[config.mk]
export PLATFORM = sky130hd
export DESIGN_NAME = bibtex_structure_scanner_top
export DESIGN_NICKNAME = d
export VERILOG_FILES = /design/src/rtl/bss_pkg.sv /design/src/rtl/bibtex_structure_scanner_top.sv /design/src/rtl/bss_front.sv /design/src/rtl/bss_queue.sv /design/src/rtl/bss_back.sv
export SDC_FILE = /design/constraint.sdc
export NUM_CORES = 1
export LEC_CHECK = 0
export BUFFER_PORTS_ARGS = -buffer_cell sky130_fd_sc_hd__buf_2
export CAP_MARGIN = 20
export CORE_MARGIN = 4
export CORE_UTILIZATION = 55
export CTS_CLUSTER_DIAMETER = 120
export DETAILED_ROUTE_END_ITERATION = 12
export GPL_TIMING_DRIVEN = 0
export PLACE_DENSITY = 0.79
export SYNTH_ARGS = -nofsm -noshare
export SYNTH_HDL_FRONTEND = slang
export SYNTH_SLANG_ARGS = --single-unit
[constraint.sdc]
create_clock -name i_clk -period 12.95 [get_ports i_clk]
set_clock_uncertainty 0.2 [all_clocks]
set_input_delay 1.295 -clock i_clk [delete_from_list [all_inputs] [get_ports i_clk]]
set_output_delay 1.295 -clock i_clk [all_outputs]
set_load 0.02 [all_outputs]
[src/rtl/bss_pkg.sv]
// Package for the BibTeX structure scanner: widths, character codes,
// event codes and the record type passed from the front end to the back end.
// No dependencies.
`default_nettype none

package bss_pkg;

    // Width of the character offset counters and of the signed nesting depth.
    localparam int POS_BITS   = 32;
    localparam int DEPTH_BITS = 16;

    // Record queue between front end and back end.
    localparam int QDEPTH     = 4;
    localparam int QPTR_BITS  = $clog2(QDEPTH);
    localparam int QCNT_BITS  = $clog2(QDEPTH + 1);

    typedef logic [POS_BITS-1:0]          t_pos;
    typedef logic signed [DEPTH_BITS-1:0] t_depth;
    typedef logic [15:0]                  t_char;
    typedef logic [31:0]                  t_word;

    localparam t_depth DEPTH_MAX = {1'b0, {(DEPTH_BITS-1){1'b1}}};
    localparam t_depth DEPTH_MIN = {1'b1, {(DEPTH_BITS-1){1'b0}}};

    // Characters that steer the scanner.
    localparam t_char CH_PERCENT   = 16'h0025;
    localparam t_char CH_QUOTE     = 16'h0022;
    localparam t_char CH_AT        = 16'h0040;
    localparam t_char CH_LPAREN    = 16'h0028;
    localparam t_char CH_LBRACE    = 16'h007B;
    localparam t_char CH_COMMA     = 16'h002C;
    localparam t_char CH_RPAREN    = 16'h0029;
    localparam t_char CH_RBRACE    = 16'h007D;
    localparam t_char CH_NEWLINE   = 16'h000A;
    localparam t_char CH_BACKSLASH = 16'h005C;

    typedef enum logic [2:0] {
        EV_TYPE_SEG   = 3'd0,
        EV_FIELD_SEG  = 3'd1,
        EV_ENTRY_DONE = 3'd2,
        EV_QUOTE_ERR  = 3'd3,
        EV_AT_ERR     = 3'd4,
        EV_EOF_ERR    = 3'd5,
        EV_END_OK     = 3'd6
    } t_event;

    typedef struct packed {
        logic at_allowed;   // ignore '@' at depth two or more
        logic warn_at;      // report '@' inside an open entry
    } t_cfg;

    // Up to two events of one character; both share position fields.
    typedef struct packed {
        logic   two;
        t_event code0;
        t_event code1;
        t_word  seg_start;
        t_word  seg_end;
        t_word  line;
        t_word  col;
    } t_rec;

endpackage

`default_nettype wire

[src/rtl/bibtex_structure_scanner_top.sv]
// Top level of the BibTeX structure scanner: configuration registers and
// wiring of front end, record queue and back end. Depends on bss_pkg,
// bss_front, bss_queue and bss_back.
//
//  channel     direction  handshake                 payload
//  -------     ---------  ---------                 -------
//  characters  in         push / full               i_char_code, i_end_marker
//  events      out        empty / pop               o_event_code .. o_last_event
//  config      in/out     psel, penable, pwrite     paddr, pwdata, prdata
//
// One character is taken every cycle while full is low; the scanner state
// updates in that same cycle and any events go into a four-entry record queue.
// Results leave one per cycle while pop is high, from an output register;
// an entry's closing character yields two results, held for two transfers.
// Reset (synchronous, active low) empties the queue, clears scanner state and
// sets both configuration bits to one. full rises only when the queue is full.
`default_nettype none

module bibtex_structure_scanner_top (
    input  wire logic        i_clk,
    input  wire logic        i_rst_n,

    // character input
    input  wire logic        push,
    output logic             full,
    input  wire logic [15:0] i_char_code,
    input  wire logic        i_end_marker,

    // event output
    output logic             empty,
    input  wire logic        pop,
    output logic [2:0]       o_event_code,
    output logic [31:0]      o_segment_start,
    output logic [31:0]      o_segment_end,
    output logic [31:0]      o_line_number,
    output logic [31:0]      o_column_number,
    output logic             o_last_event,

    // configuration port
    input  wire logic        psel,
    input  wire logic        penable,
    input  wire logic        pwrite,
    input  wire logic [2:0]  paddr,
    input  wire logic [31:0] pwdata,
    output logic [31:0]      prdata,
    output logic             pready
);

    // Configuration registers: byte address 0 and 4, bit 0 only.
    logic          r_at_allowed;
    logic          r_warn_at;
    logic          cfg_wr;
    bss_pkg::t_cfg cfg;

    assign pready = 1'b1;
    assign cfg_wr = psel && penable && pwrite && pready;

    always_ff @(posedge i_clk) begin
        if (!i_rst_n) begin
            r_at_allowed <= 1'b1;
            r_warn_at    <= 1'b1;
        end else if (cfg_wr) begin
            // word select by address bit two; byte offsets within a word alias
            if (paddr[2]) r_warn_at    <= pwdata[0];
            else          r_at_allowed <= pwdata[0];
        end
    end

    assign prdata         = {31'd0, paddr[2] ? r_warn_at : r_at_allowed};
    assign cfg.at_allowed = r_at_allowed;
    assign cfg.warn_at    = r_warn_at;

    // Front end to queue to back end.
    logic          accept;
    logic          q_wr;
    bss_pkg::t_rec q_in;
    logic          q_full;
    logic          q_empty;
    logic          q_rd;
    bss_pkg::t_rec q_out;

    // Hold off characters while the queue cannot take a record.
    assign full   = q_full;
    assign accept = push && !q_full;

    bss_front u_front (
        .i_clk        (i_clk),
        .i_rst_n      (i_rst_n),
        .i_accept     (accept),
        .i_char_code  (i_char_code),
        .i_end_marker (i_end_marker),
        .i_cfg        (cfg),
        .o_wr         (q_wr),
        .o_rec        (q_in)
    );

    bss_queue u_queue (
        .i_clk   (i_clk),
        .i_rst_n (i_rst_n),
        .i_wr    (q_wr),
        .i_rec   (q_in),
        .i_rd    (q_rd),
        .o_full  (q_full),
        .o_empty (q_empty),
        .o_rec   (q_out)
    );

    bss_back u_back (
        .i_clk           (i_clk),
        .i_rst_n         (i_rst_n),
        .i_q_empty       (q_empty),
        .i_q_rec         (q_out),
        .o_q_rd          (q_rd),
        .i_pop           (pop),
        .o_empty         (empty),
        .o_event_code    (o_event_code),
        .o_segment_start (o_segment_start),
        .o_segment_end   (o_segment_end),
        .o_line_number   (o_line_number),
        .o_column_number (o_column_number),
        .o_last_event    (o_last_event)
    );

endmodule

`default_nettype wire

[src/rtl/bss_front.sv]
// Front end of the BibTeX structure scanner: scanner state and event detection.
// Depends on bss_pkg.
`default_nettype none

module bss_front (
    input  wire logic          i_clk,
    input  wire logic          i_rst_n,
    input  wire logic          i_accept,
    input  wire bss_pkg::t_char i_char_code,
    input  wire logic          i_end_marker,
    input  wire bss_pkg::t_cfg i_cfg,
    output logic               o_wr,
    output bss_pkg::t_rec      o_rec
);

    bss_pkg::t_depth r_depth, n_depth;
    logic            r_comment, n_comment;
    logic            r_quote, n_quote;
    logic            r_entry, n_entry;
    logic            r_key, n_key;
    logic            r_bslash, n_bslash;
    bss_pkg::t_pos   r_seg, n_seg;
    bss_pkg::t_pos   r_off, n_off;
    bss_pkg::t_word  r_line, n_line;
    bss_pkg::t_word  r_col, n_col;

    logic            ev_any;
    logic            ev_two;
    bss_pkg::t_event code0;
    bss_pkg::t_event code1;

    always_comb begin
        n_depth   = r_depth;
        n_comment = r_comment;
        n_quote   = r_quote;
        n_entry   = r_entry;
        n_key     = r_key;
        n_bslash  = r_bslash;
        n_seg     = r_seg;
        n_off     = r_off;
        n_line    = r_line;
        n_col     = r_col;
        ev_any    = 1'b0;
        ev_two    = 1'b0;
        code0     = bss_pkg::EV_TYPE_SEG;
        code1     = bss_pkg::EV_ENTRY_DONE;

        if (i_end_marker) begin
            ev_any    = 1'b1;
            code0     = (r_depth > bss_pkg::t_depth'(0)) ? bss_pkg::EV_EOF_ERR
                                                        : bss_pkg::EV_END_OK;
            n_depth   = '0;
            n_comment = 1'b0;
            n_quote   = 1'b0;
            n_entry   = 1'b0;
            n_key     = 1'b0;
            n_bslash  = 1'b0;
            n_seg     = '0;
            n_off     = '0;
            n_line    = 32'd1;
            n_col     = 32'd1;
        end else begin
            case (i_char_code)
                bss_pkg::CH_PERCENT: begin
                    if (r_depth == bss_pkg::t_depth'(0)) n_comment = 1'b1;
                end
                bss_pkg::CH_QUOTE: begin
                    if (!r_comment && r_entry) begin
                        if (r_depth == bss_pkg::t_depth'(1) && r_quote && r_bslash) begin
                            ev_any = 1'b1;
                            code0  = bss_pkg::EV_QUOTE_ERR;
                        end
                        if (!(r_depth >= bss_pkg::t_depth'(2)) && !r_bslash)
                            n_quote = !r_quote;
                    end
                end
                bss_pkg::CH_AT: begin
                    if (!r_comment && !r_quote &&
                        !(i_cfg.at_allowed && r_depth >= bss_pkg::t_depth'(2))) begin
                        if (r_entry && i_cfg.warn_at) begin
                            ev_any = 1'b1;
                            code0  = bss_pkg::EV_AT_ERR;
                        end
                        n_depth = '0;
                        n_entry = 1'b1;
                        n_seg   = r_off;
                    end
                end
                bss_pkg::CH_LPAREN: begin
                    if (!r_comment && r_entry && r_depth == bss_pkg::t_depth'(0)) begin
                        ev_any  = 1'b1;
                        code0   = bss_pkg::EV_TYPE_SEG;
                        n_seg   = r_off;
                        n_depth = bss_pkg::t_depth'(1);
                    end
                end
                bss_pkg::CH_LBRACE: begin
                    if (!r_comment && r_entry) begin
                        n_key = 1'b1;
                        if (r_depth == bss_pkg::t_depth'(0)) begin
                            ev_any = 1'b1;
                            code0  = bss_pkg::EV_TYPE_SEG;
                            n_seg  = r_off;
                        end
                        if (r_depth != bss_pkg::DEPTH_MAX)
                            n_depth = r_depth + bss_pkg::t_depth'(1);
                    end
                end
                bss_pkg::CH_COMMA: begin
                    n_key = 1'b0;
                    if (!r_comment && !r_quote && r_entry &&
                        r_depth == bss_pkg::t_depth'(1)) begin
                        ev_any = 1'b1;
                        code0  = bss_pkg::EV_FIELD_SEG;
                        n_seg  = r_off;
                    end
                end
                bss_pkg::CH_RPAREN: begin
                    if (!r_comment && !r_quote && r_entry && !r_key &&
                        r_depth == bss_pkg::t_depth'(1)) begin
                        ev_any  = 1'b1;
                        ev_two  = 1'b1;
                        code0   = bss_pkg::EV_FIELD_SEG;
                        code1   = bss_pkg::EV_ENTRY_DONE;
                        n_depth = '0;
                        n_entry = 1'b0;
                    end
                end
                bss_pkg::CH_RBRACE: begin
                    if (!r_comment && r_entry) begin
                        // closing depth one ends the last field and the entry
                        if (r_depth == bss_pkg::t_depth'(1)) begin
                            ev_any  = 1'b1;
                            ev_two  = 1'b1;
                            code0   = bss_pkg::EV_FIELD_SEG;
                            code1   = bss_pkg::EV_ENTRY_DONE;
                            n_entry = 1'b0;
                        end
                        if (r_depth != bss_pkg::DEPTH_MIN)
                            n_depth = r_depth - bss_pkg::t_depth'(1);
                    end
                end
                default: begin
                end
            endcase

            if (i_char_code == bss_pkg::CH_NEWLINE) begin
                n_comment = 1'b0;
                n_col     = 32'd1;
                n_line    = r_line + 32'd1;
            end else begin
                n_col     = r_col + 32'd1;
            end
            n_bslash = (i_char_code == bss_pkg::CH_BACKSLASH);
            n_off    = r_off + bss_pkg::t_pos'(1);
        end
    end

    always_ff @(posedge i_clk) begin
        if (!i_rst_n) begin
            r_depth   <= '0;
            r_comment <= 1'b0;
            r_quote   <= 1'b0;
            r_entry   <= 1'b0;
            r_key     <= 1'b0;
            r_bslash  <= 1'b0;
            r_seg     <= '0;
            r_off     <= '0;
            r_line    <= 32'd1;
            r_col     <= 32'd1;
        end else if (i_accept) begin
            r_depth   <= n_depth;
            r_comment <= n_comment;
            r_quote   <= n_quote;
            r_entry   <= n_entry;
            r_key     <= n_key;
            r_bslash  <= n_bslash;
            r_seg     <= n_seg;
            r_off     <= n_off;
            r_line    <= n_line;
            r_col     <= n_col;
        end
    end

    // All events of one character report the segment start held before it.
    assign o_wr            = i_accept && ev_any;
    assign o_rec.two       = ev_two;
    assign o_rec.code0     = code0;
    assign o_rec.code1     = code1;
    assign o_rec.seg_start = 32'(r_seg);
    assign o_rec.seg_end   = 32'(r_off);
    assign o_rec.line      = r_line;
    assign o_rec.col       = r_col;

endmodule

`default_nettype wire

[src/rtl/bss_queue.sv]
// Short record queue between scanner front end and result back end.
// Depends on bss_pkg.
`default_nettype none

module bss_queue (
    input  wire logic          i_clk,
    input  wire logic          i_rst_n,
    input  wire logic          i_wr,
    input  wire bss_pkg::t_rec i_rec,
    input  wire logic          i_rd,
    output logic               o_full,
    output logic               o_empty,
    output bss_pkg::t_rec      o_rec
);

    bss_pkg::t_rec                 r_mem [bss_pkg::QDEPTH];
    logic [bss_pkg::QPTR_BITS-1:0] r_wr_ptr, n_wr_ptr;
    logic [bss_pkg::QPTR_BITS-1:0] r_rd_ptr, n_rd_ptr;
    logic [bss_pkg::QCNT_BITS-1:0] r_count, n_count;

    logic do_wr;
    logic do_rd;

    assign o_full  = (r_count == bss_pkg::QCNT_BITS'(bss_pkg::QDEPTH));
    assign o_empty = (r_count == '0);
    assign do_wr   = i_wr && !o_full;
    assign do_rd   = i_rd && !o_empty;
    assign o_rec   = r_mem[r_rd_ptr];

    always_comb begin
        n_wr_ptr = do_wr ? r_wr_ptr + 1'b1 : r_wr_ptr;
        n_rd_ptr = do_rd ? r_rd_ptr + 1'b1 : r_rd_ptr;
        n_count  = r_count;
        if (do_wr && !do_rd) n_count = r_count + 1'b1;
        if (do_rd && !do_wr) n_count = r_count - 1'b1;
    end

    always_ff @(posedge i_clk) begin
        if (do_wr) r_mem[r_wr_ptr] <= i_rec;
    end

    always_ff @(posedge i_clk) begin
        if (!i_rst_n) begin
            r_wr_ptr <= '0;
            r_rd_ptr <= '0;
            r_count  <= '0;
        end else begin
            r_wr_ptr <= n_wr_ptr;
            r_rd_ptr <= n_rd_ptr;
            r_count  <= n_count;
        end
    end

    a_count_bound: assert property (@(posedge i_clk) disable iff (!i_rst_n)
        r_count <= bss_pkg::QCNT_BITS'(bss_pkg::QDEPTH))
        else $error("queue count past depth");

    a_no_wr_full: assert property (@(posedge i_clk) disable iff (!i_rst_n)
        i_wr |-> !o_full)
        else $error("record written into full queue");

endmodule

`default_nettype wire

[src/rtl/bss_back.sv]
// Back end of the BibTeX structure scanner: splits records into result
// transfers and holds the current result in an output register. Depends on bss_pkg.
`default_nettype none

module bss_back (
    input  wire logic          i_clk,
    input  wire logic          i_rst_n,
    input  wire logic          i_q_empty,
    input  wire bss_pkg::t_rec i_q_rec,
    output logic               o_q_rd,
    input  wire logic          i_pop,
    output logic               o_empty,
    output logic [2:0]         o_event_code,
    output logic [31:0]        o_segment_start,
    output logic [31:0]        o_segment_end,
    output logic [31:0]        o_line_number,
    output logic [31:0]        o_column_number,
    output logic               o_last_event
);

    bss_pkg::t_rec r_rec, n_rec;
    logic          r_valid, n_valid;
    logic          r_second, n_second;

    logic take;
    logic done;
    logic load;

    assign take = i_pop && r_valid;
    assign done = take && (r_second || !r_rec.two);
    assign load = (!r_valid || done) && !i_q_empty;

    always_comb begin
        n_rec    = r_rec;
        n_valid  = r_valid;
        n_second = r_second;
        if (load) begin
            n_rec    = i_q_rec;
            n_valid  = 1'b1;
            n_second = 1'b0;
        end else if (done) begin
            n_valid  = 1'b0;
            n_second = 1'b0;
        end else if (take) begin
            // advance to the second event of the record
            n_second = 1'b1;
        end
    end

    always_ff @(posedge i_clk) begin
        r_rec <= n_rec;
    end

    always_ff @(posedge i_clk) begin
        if (!i_rst_n) begin
            r_valid  <= 1'b0;
            r_second <= 1'b0;
        end else begin
            r_valid  <= n_valid;
            r_second <= n_second;
        end
    end

    assign o_q_rd          = load;
    assign o_empty         = !r_valid;
    assign o_event_code    = r_second ? r_rec.code1 : r_rec.code0;
    assign o_segment_start = r_rec.seg_start;
    assign o_segment_end   = r_rec.seg_end;
    assign o_line_number   = r_rec.line;
    assign o_column_number = r_rec.col;
    assign o_last_event    = r_second || !r_rec.two;

    a_second_ok: assert property (@(posedge i_clk) disable iff (!i_rst_n)
        r_second |-> (r_valid && r_rec.two))
        else $error("second event without a two-event record");

    a_second_follows: assert property (@(posedge i_clk) disable iff (!i_rst_n)
        (take && r_rec.two && !r_second) |=> (r_valid && r_second))
        else $error("second event of a record lost");

endmodule

`default_nettype wire

# ---- Yosys cells after proc, flatten, opt, wreduce, memory -nomap -nowiden
# Memory sizes are Yosys's and may differ from the RTL's. A register that Yosys moved wholly into a read port is not among the register bits.
# Cells that the tools add are included.
dict set report classes {
  addsub 9
  multipliers 0
  div 0
  order_cmp 2
  eq_ne 24
  n_shift 0
  mux 73
  bitwise_logic 2
  reduce_logical 62
}
# op n
set ops {}
lappend ops {{$mux 32} 11}
lappend ops {{$mux 16} 8}
lappend ops {{$pmux 32 s4} 1}
lappend ops {{$add 32x1->32 const B} 3}
lappend ops {{$eq 16x6->1 const B} 5}
lappend ops {{$pmux 16 s5} 1}
lappend ops {{$eq 16x7->1 const B} 4}
lappend ops {{$mux 1} 37}
lappend ops {{$ne 16x16->1 const B} 2}
lappend ops {{$ne 3x2->1 const B} 10}
lappend ops {{$logic_and 1x1->1} 24}
lappend ops {{$mux 3} 8}
lappend ops {{$add 16x2->16 const B} 1}
lappend ops {{$eq 16x2->1 const B} 1}
lappend ops {{$eq 16x4->1 const B} 1}
lappend ops {{$ge 16x3->1 const B} 1}
lappend ops {{$gt 16x1->1 const B} 1}
lappend ops {{$logic_not 16->1} 1}
lappend ops {{$sub 16x2->16 const B} 1}
lappend ops {{$pmux 3 s5} 1}
lappend ops {{$logic_not 1->1} 12}
lappend ops {{$reduce_bool 2->1} 6}
lappend ops {{$reduce_and 9->1} 1}
lappend ops {{$reduce_bool 3->1} 3}
lappend ops {{other kinds (20)} 28}
dict set report word_totals {
  reg_bits 163
  latch_bits 0
  mem_bits_rw 528
  rom_bits 0
  in_bits 59
  output_inout_bits 167
  n_memories 1
}
# name words width read_ports rd_clocked_by_memory_dff write_ports line
set mem_list {}
lappend mem_list {u_queue.r_mem 4 132 1 1 1 bss_queue.sv:16} ;# bss_pkg::t_rec r_mem [bss_pkg::QDEPTH];

# ---- Logic depth before layout (Yosys ltp)
dict set report depth {
  word_depth 13
  depth_mapped 14
  ltp_nobuf 14
}

# ---- Modules after synthesis
# From an unflattened synthesis, not the netlist that was laid out.
dict set report unflattened {
  cells_unflattened 1968
  hier_area_um2 32949.1
}
# mod n_inst cells_each area_per_inst_um2
set modules_own_cells {}
lappend modules_own_cells {bss_queue 1 759 19930.4}
lappend modules_own_cells {bss_front 1 885 7492.2}
lappend modules_own_cells {bss_back 1 279 5167.5}
lappend modules_own_cells {bibtex_structure_scanner_top 1 45 359.1}

# ---- Worst setup path before layout
# No wires, ideal clock.
dict set report synth_timing {
  path_type {input -> register}
  start {input pop}
  end {register u_queue.r_count[2] (netlist bit)}
  t_arrival_ns 9.809
  required_time_ns 12.674
  setup_slack_ns 2.866
  path_stages 8
  path_buffers 0
  cell_sequence {nand2_1 > a21oi_1 > ha_1 > inv_1 > fa_1 > xor2_1 > or3_1 > a21boi_0}
}
dict set report synth_between {
  elab_chain_len 8
}
# item line
set synth_rtl {}
lappend synth_rtl {{start, declared} bibtex_structure_scanner_top.sv:31} ;# input wire logic pop,
lappend synth_rtl {{$logic_and 1x1->1 (*)} bss_back.sv:29} ;# assign take = i_pop && r_valid;
lappend synth_rtl {{$logic_and 1x1->1 (*)} bss_back.sv:30} ;# assign done = take && (r_second || !r_rec.two);
lappend synth_rtl {{$logic_or 1x1->1 (*)} bss_back.sv:31} ;# assign load = (!r_valid || done) && !i_q_empty;
lappend synth_rtl {{$logic_and 1x1->1 (*)} bss_back.sv:31}
lappend synth_rtl {{named net q_rd} bibtex_structure_scanner_top.sv:79} ;# logic q_rd;
lappend synth_rtl {{$logic_and 1x1->1 (*)} bss_queue.sv:27} ;# assign do_rd = i_rd && !o_empty;
lappend synth_rtl {{$logic_not 1->1} bss_queue.sv:34} ;# if (do_wr && !do_rd) n_count = r_count + 1'b1;
lappend synth_rtl {{$logic_and 1x1->1} bss_queue.sv:34}
lappend synth_rtl {{$reduce_bool 2->1 (no source line)} n/a}
lappend synth_rtl {{end signal, assigned} bss_queue.sv:50} ;# r_count <= n_count;
lappend synth_rtl {{end, declared} bss_queue.sv:19} ;# logic [bss_pkg::QCNT_BITS-1:0] r_count, n_count;
# The timed path passes the listed nets; every way through them passes the cells marked *.
# A chain may end at the register's enable or synchronous reset.

# ---- Worst setup path after layout
dict set report layout_timing {
  start {input i_char_code[13]}
  end {memory u_queue.r_mem[3][18] (netlist bit) (enable)}
}
dict set report layout_between {
  elab_chain_len 7
}
# item line
set layout_rtl {}
lappend layout_rtl {{start, declared} bibtex_structure_scanner_top.sv:26} ;# input wire logic [15:0] i_char_code,
lappend layout_rtl {{$eq 16x7->1 or $eq 16x6->1 (tied branches)} bss_front.sv:63} ;# case (i_char_code)
lappend layout_rtl {{$pmux 1 s7 (*)} bss_front.sv:63}
lappend layout_rtl {{$mux 1 (*)} bss_front.sv:48} ;# if (i_end_marker) begin
lappend layout_rtl {{$logic_and 1x1->1 (*)} bss_front.sv:186} ;# assign o_wr = i_accept && ev_any;
lappend layout_rtl {{$logic_and 1x1->1 (*)} bss_queue.sv:26} ;# assign do_wr = i_wr && !o_full;
lappend layout_rtl {{$mux 1 (*)} bss_queue.sv:39} ;# if (do_wr) r_mem[r_wr_ptr] <= i_rec;
lappend layout_rtl {{$mux 1 (not written as such) (*)} bss_queue.sv:39}
lappend layout_rtl {{end, declared} bss_queue.sv:16}
# Every way passes the cells marked *; elsewhere a longest branch is shown, timed or not.

==> impl_metrics.env <==
export IMPL_critical_path_class="primary input to register"
export IMPL_timing_hold_worst_class="register to register"
export IMPL_finalSetupViolations=0
export IMPL_setup_repair_after_global_routing_missed_its_margin="no"
export IMPL_worst_pin_slew_ps=1040
export IMPL_total_power_mw=6.78
export IMPL_global_route_wire_length_before_repair_mm=103
export IMPL_cts_tree="built"
export IMPL_outcome="finished clean"
export IMPL_post_route_drc_count=0
export IMPL_regToRegEndpoint="u_queue.r_mem[3][18]"
export IMPL_area_growth_synth_to_final_pct=14.4
export IMPL_nets_finish=2362
export IMPL_synth_edf_count=660
export IMPL_synth_top_cell_area_share=0.612
export IMPL_slew_headroom=0.302
export IMPL_route_detailed_wl_per_inst_um=21.4
export IMPL_hold_viol_final=0
export IMPL_worstSetupEndpointType="register"
export IMPL_finalWirelength_mm=66.8
export IMPL_route_vias_total=18000
export IMPL_timing_setup_tns_ps=0
export IMPL_mappedNetlistArea_um2=32400
export IMPL_die_width_um=251
export IMPL_synth_top_cells_by_area="sky130_fd_sc_hd__edfxtp_1 61%, sky130_fd_sc_hd__dfxtp_1 9.9%, sky130_fd_sc_hd__mux4_2 9.2%"
export IMPL_fp_dieArea_um2=62900
export IMPL_postSynth_asyncResetShare=0
export IMPL_die_h_um=251
export IMPL_grt_start_max_net_pins=58
export IMPL_post_route_min_period_ps=5470
export IMPL_irDropWorstVdd_uv=121
export IMPL_drt_vias_per_instance=5.76
export IMPL_holdWs_ps=297
export IMPL_dr_first_iter_drc_count=1643
export IMPL_cts_buffer_depth=3
export IMPL_cp_max_fo=52
export IMPL_synth_largest_area_cell="sky130_fd_sc_hd__edfxtp_1"
export IMPL_globalRoute_totalOverflow=0
export IMPL_cts_repair_resize_count=0
export IMPL_core_area_um2=58000
export IMPL_cts_inserted_buffers=76
export IMPL_worst_endpoint_arrival_ps=5540
export IMPL_placement_io_buffers=159
export IMPL_hpwlAfterDp_mm=41.7
export IMPL_reg2reg_slack_ps=8330
export IMPL_first_pass_iters=6
export IMPL_ys_dominant_reg_cell="sky130_fd_sc_hd__edfxtp_1"
export IMPL_worstHoldEndpoint="u_front.r_comment"
export IMPL_antennaDiodeCount=0
export IMPL_rr_worst_depth=9
export IMPL_grt_pass1_vias=18200
export IMPL_max_fclk_mhz=183
export IMPL_whs_path_depth=2
export IMPL_maxCapViolations=0
export IMPL_initial_utilization=0.558
export IMPL_post_cts_setup_buffers=0
export IMPL_static_leakage_nw=12.8
export IMPL_floorplan_io_pins=226
export IMPL_postRouteAntennaNets=0
export IMPL_post_synth_num_cell_types=70
export IMPL_cts_hold_buffers=0
export IMPL_postSynthAreaPerCell_um2=16.1
export IMPL_rows=88
export IMPL_worst_setup_path_startpoint="i_char_code[13]"
export IMPL_min_from="u_front.r_comment"
export IMPL_clock_transition_at_the_registers_of_the_reported_paths_ps=60
export IMPL_power_density_over_the_cells_nw_per_um2=183
export IMPL_clk_insertion_delay_late_ps=620
export IMPL_critical_path_startpoint_type="primary input"
export IMPL_layout_cell_share_with_drive_strength_beyond_1=0.261
export IMPL_seq_area_frac_synth=0.710
export IMPL_gr_usage_all_layers=0.210
export IMPL_post_route_period_util=0.422
export IMPL_critical_path_reg2reg_startpoint="u_front.r_depth[11]"
export IMPL_h_tree_depth=3
export IMPL_gpl_final_weighted_congestion=0.878
export IMPL_synthesis_yosys_warnings=0
export IMPL_master_cell_of_the_clock_root_buffer="sky130_fd_sc_hd__clkbuf_16"
export IMPL_slew_viol_final=0
export IMPL_worstPathRequired_ps=13030
export IMPL_grt_antenna_before_repair=2
export IMPL_synthesized_instance_count=2007
export IMPL_yosys_register_bits=820
export IMPL_clock_sinks=820
## cells by family after synthesis
logic type      share of synthesized area
flops                               0.710
simple gates                       0.0824
buf+inv                            0.0517
compound gates                     0.0283
mux                                0.0970
xor+xnor                           0.0243
fa+ha+maj                         0.00564
other cells                      0.000232
## per-layer routing
metal  vias to the layer above  global-route usage  routed length [um]
met4                         4              0.0777                2000
met5                         -                   0                  27
met3                       127              0.0328                4090
met2                       690               0.352               33700
met1                      9038               0.282               27100
li1                       8096                   -                   -
## per-stage QoR
step / util / cells / area [um2] / worst slack, ps
4_1_cts: 0.639 / 3117 / 37100 / 7590
6_report: 0.639 / 3118 / 37100 / 7480
5_1_grt: 0.639 / 3118 / 37100 / 7320
3_3_place_gp: 0.591 / 2961 / 34300 / -1850
2_1_floorplan: - / 2037 / 32500 / 2870
3_5_place_dp: 0.597 / 2975 / 34600 / 6950
## worst max-delay path by stage
stage / endpoint / slack (ps)
after floorplan: u_queue.r_count[2] / 2870
after global routing: u_queue.r_mem[3][29] / 7320
final: u_queue.r_mem[3][18] / 7480
after detailed placement: u_queue.r_mem[3][21] / 6950
after global placement: u_queue.r_count[2] / -1850
after CTS: u_queue.r_mem[3][18] / 7590
## cell usage after synthesis (20+ instances only)
cell type and count:
sky130_fd_sc_hd__o21ai_0 51, sky130_fd_sc_hd__edfxtp_1 660, sky130_fd_sc_hd__clkbuf_1 69, sky130_fd_sc_hd__and3_1 26
sky130_fd_sc_hd__buf_4 160, sky130_fd_sc_hd__nand2_1 114, sky130_fd_sc_hd__nor2_1 109, sky130_fd_sc_hd__and2_1 20
sky130_fd_sc_hd__nand3_1 45, sky130_fd_sc_hd__a21oi_1 29, sky130_fd_sc_hd__mux4_2 132, sky130_fd_sc_hd__xnor2_1 33
sky130_fd_sc_hd__dfxtp_1 160, sky130_fd_sc_hd__xor2_1 57, sky130_fd_sc_hd__inv_1 26, sky130_fd_sc_hd__nand4_1 75
## layout by cell type (no fill, tap or decap), types with 10 or more instances in the layout
cell / netlist / routed
sky130_fd_sc_hd__conb_1: 2 / 32
sky130_fd_sc_hd__edfxtp_1: 660 / 660
sky130_fd_sc_hd__mux2i_1: 16 / 16
sky130_fd_sc_hd__nor2b_1: 10 / 10
sky130_fd_sc_hd__nand2_1: 114 / 114
sky130_fd_sc_hd__and2_1: 20 / 16
sky130_fd_sc_hd__buf_4: 160 / 160
sky130_fd_sc_hd__clkinv_2: 0 / 14
sky130_fd_sc_hd__ha_1: 13 / 13
sky130_fd_sc_hd__mux4_2: 132 / 132
sky130_fd_sc_hd__buf_16: 0 / 10
sky130_fd_sc_hd__nor2_1: 109 / 109
sky130_fd_sc_hd__buf_2: 8 / 168
sky130_fd_sc_hd__and4_1: 12 / 12
sky130_fd_sc_hd__nand3_1: 45 / 45
sky130_fd_sc_hd__clkbuf_1: 69 / 89
sky130_fd_sc_hd__dfxtp_1: 160 / 160
sky130_fd_sc_hd__nor4_1: 16 / 15
sky130_fd_sc_hd__and3_1: 26 / 26
sky130_fd_sc_hd__a21oi_1: 29 / 28
sky130_fd_sc_hd__buf_1: 16 / 16
sky130_fd_sc_hd__xor2_1: 57 / 57
sky130_fd_sc_hd__o21ai_0: 51 / 51
sky130_fd_sc_hd__clkbuf_16: 0 / 77
sky130_fd_sc_hd__inv_1: 26 / 26
sky130_fd_sc_hd__clkinv_1: 0 / 11
sky130_fd_sc_hd__nand4_1: 75 / 75
sky130_fd_sc_hd__nor3_1: 16 / 16
sky130_fd_sc_hd__o21ai_1: 17 / 17
sky130_fd_sc_hd__xnor2_1: 33 / 33
sky130_fd_sc_hd__or3_1: 16 / 16
## critical path, stage by stage
cell	delay, ps
sky130_fd_sc_hd__buf_2	110
sky130_fd_sc_hd__nor4_2	790
sky130_fd_sc_hd__nand2_1	150
sky130_fd_sc_hd__nor4_1	830
sky130_fd_sc_hd__o31ai_1	230
sky130_fd_sc_hd__a31oi_1	720
sky130_fd_sc_hd__and2_4	700
sky130_fd_sc_hd__buf_16	350
sky130_fd_sc_hd__buf_16	340
## where the power goes
part	switching [mW]	leakage (nW)	internal, mW	total, mW
clock network	0.951	1.20	1.22	2.17
registers	0.0791	7.64	3.12	3.20
logic	0.786	3.98	0.626	1.41
## flip-flops by register name, summed over array words and instances (netlist names), 2 cells and up
name and flops:
u_queue.r_rd_ptr 2, u_queue.r_count 3, u_queue.r_wr_ptr 2, u_back.o_segment_start 32
u_front.r_line 32, u_front.r_depth 16, u_queue.r_mem 528, u_front.r_seg 32
u_back.o_line_number 32, u_back.o_column_number 32, u_back.o_segment_end 32, u_front.r_off 32
u_front.r_col 32, u_back.r_rec 4
## final cells by class
type,instances,area [um2]
well taps,765,957
fillers,3884,20900
repair buffers,174,1150
inverters,26,97.6
flip-flops and latches,820,23000
multi-input cells,936,7850
clock inverters,37,320
clock buffers,105,2110
plain buffers,255,1580
Power figures use the tool's default switching activity.
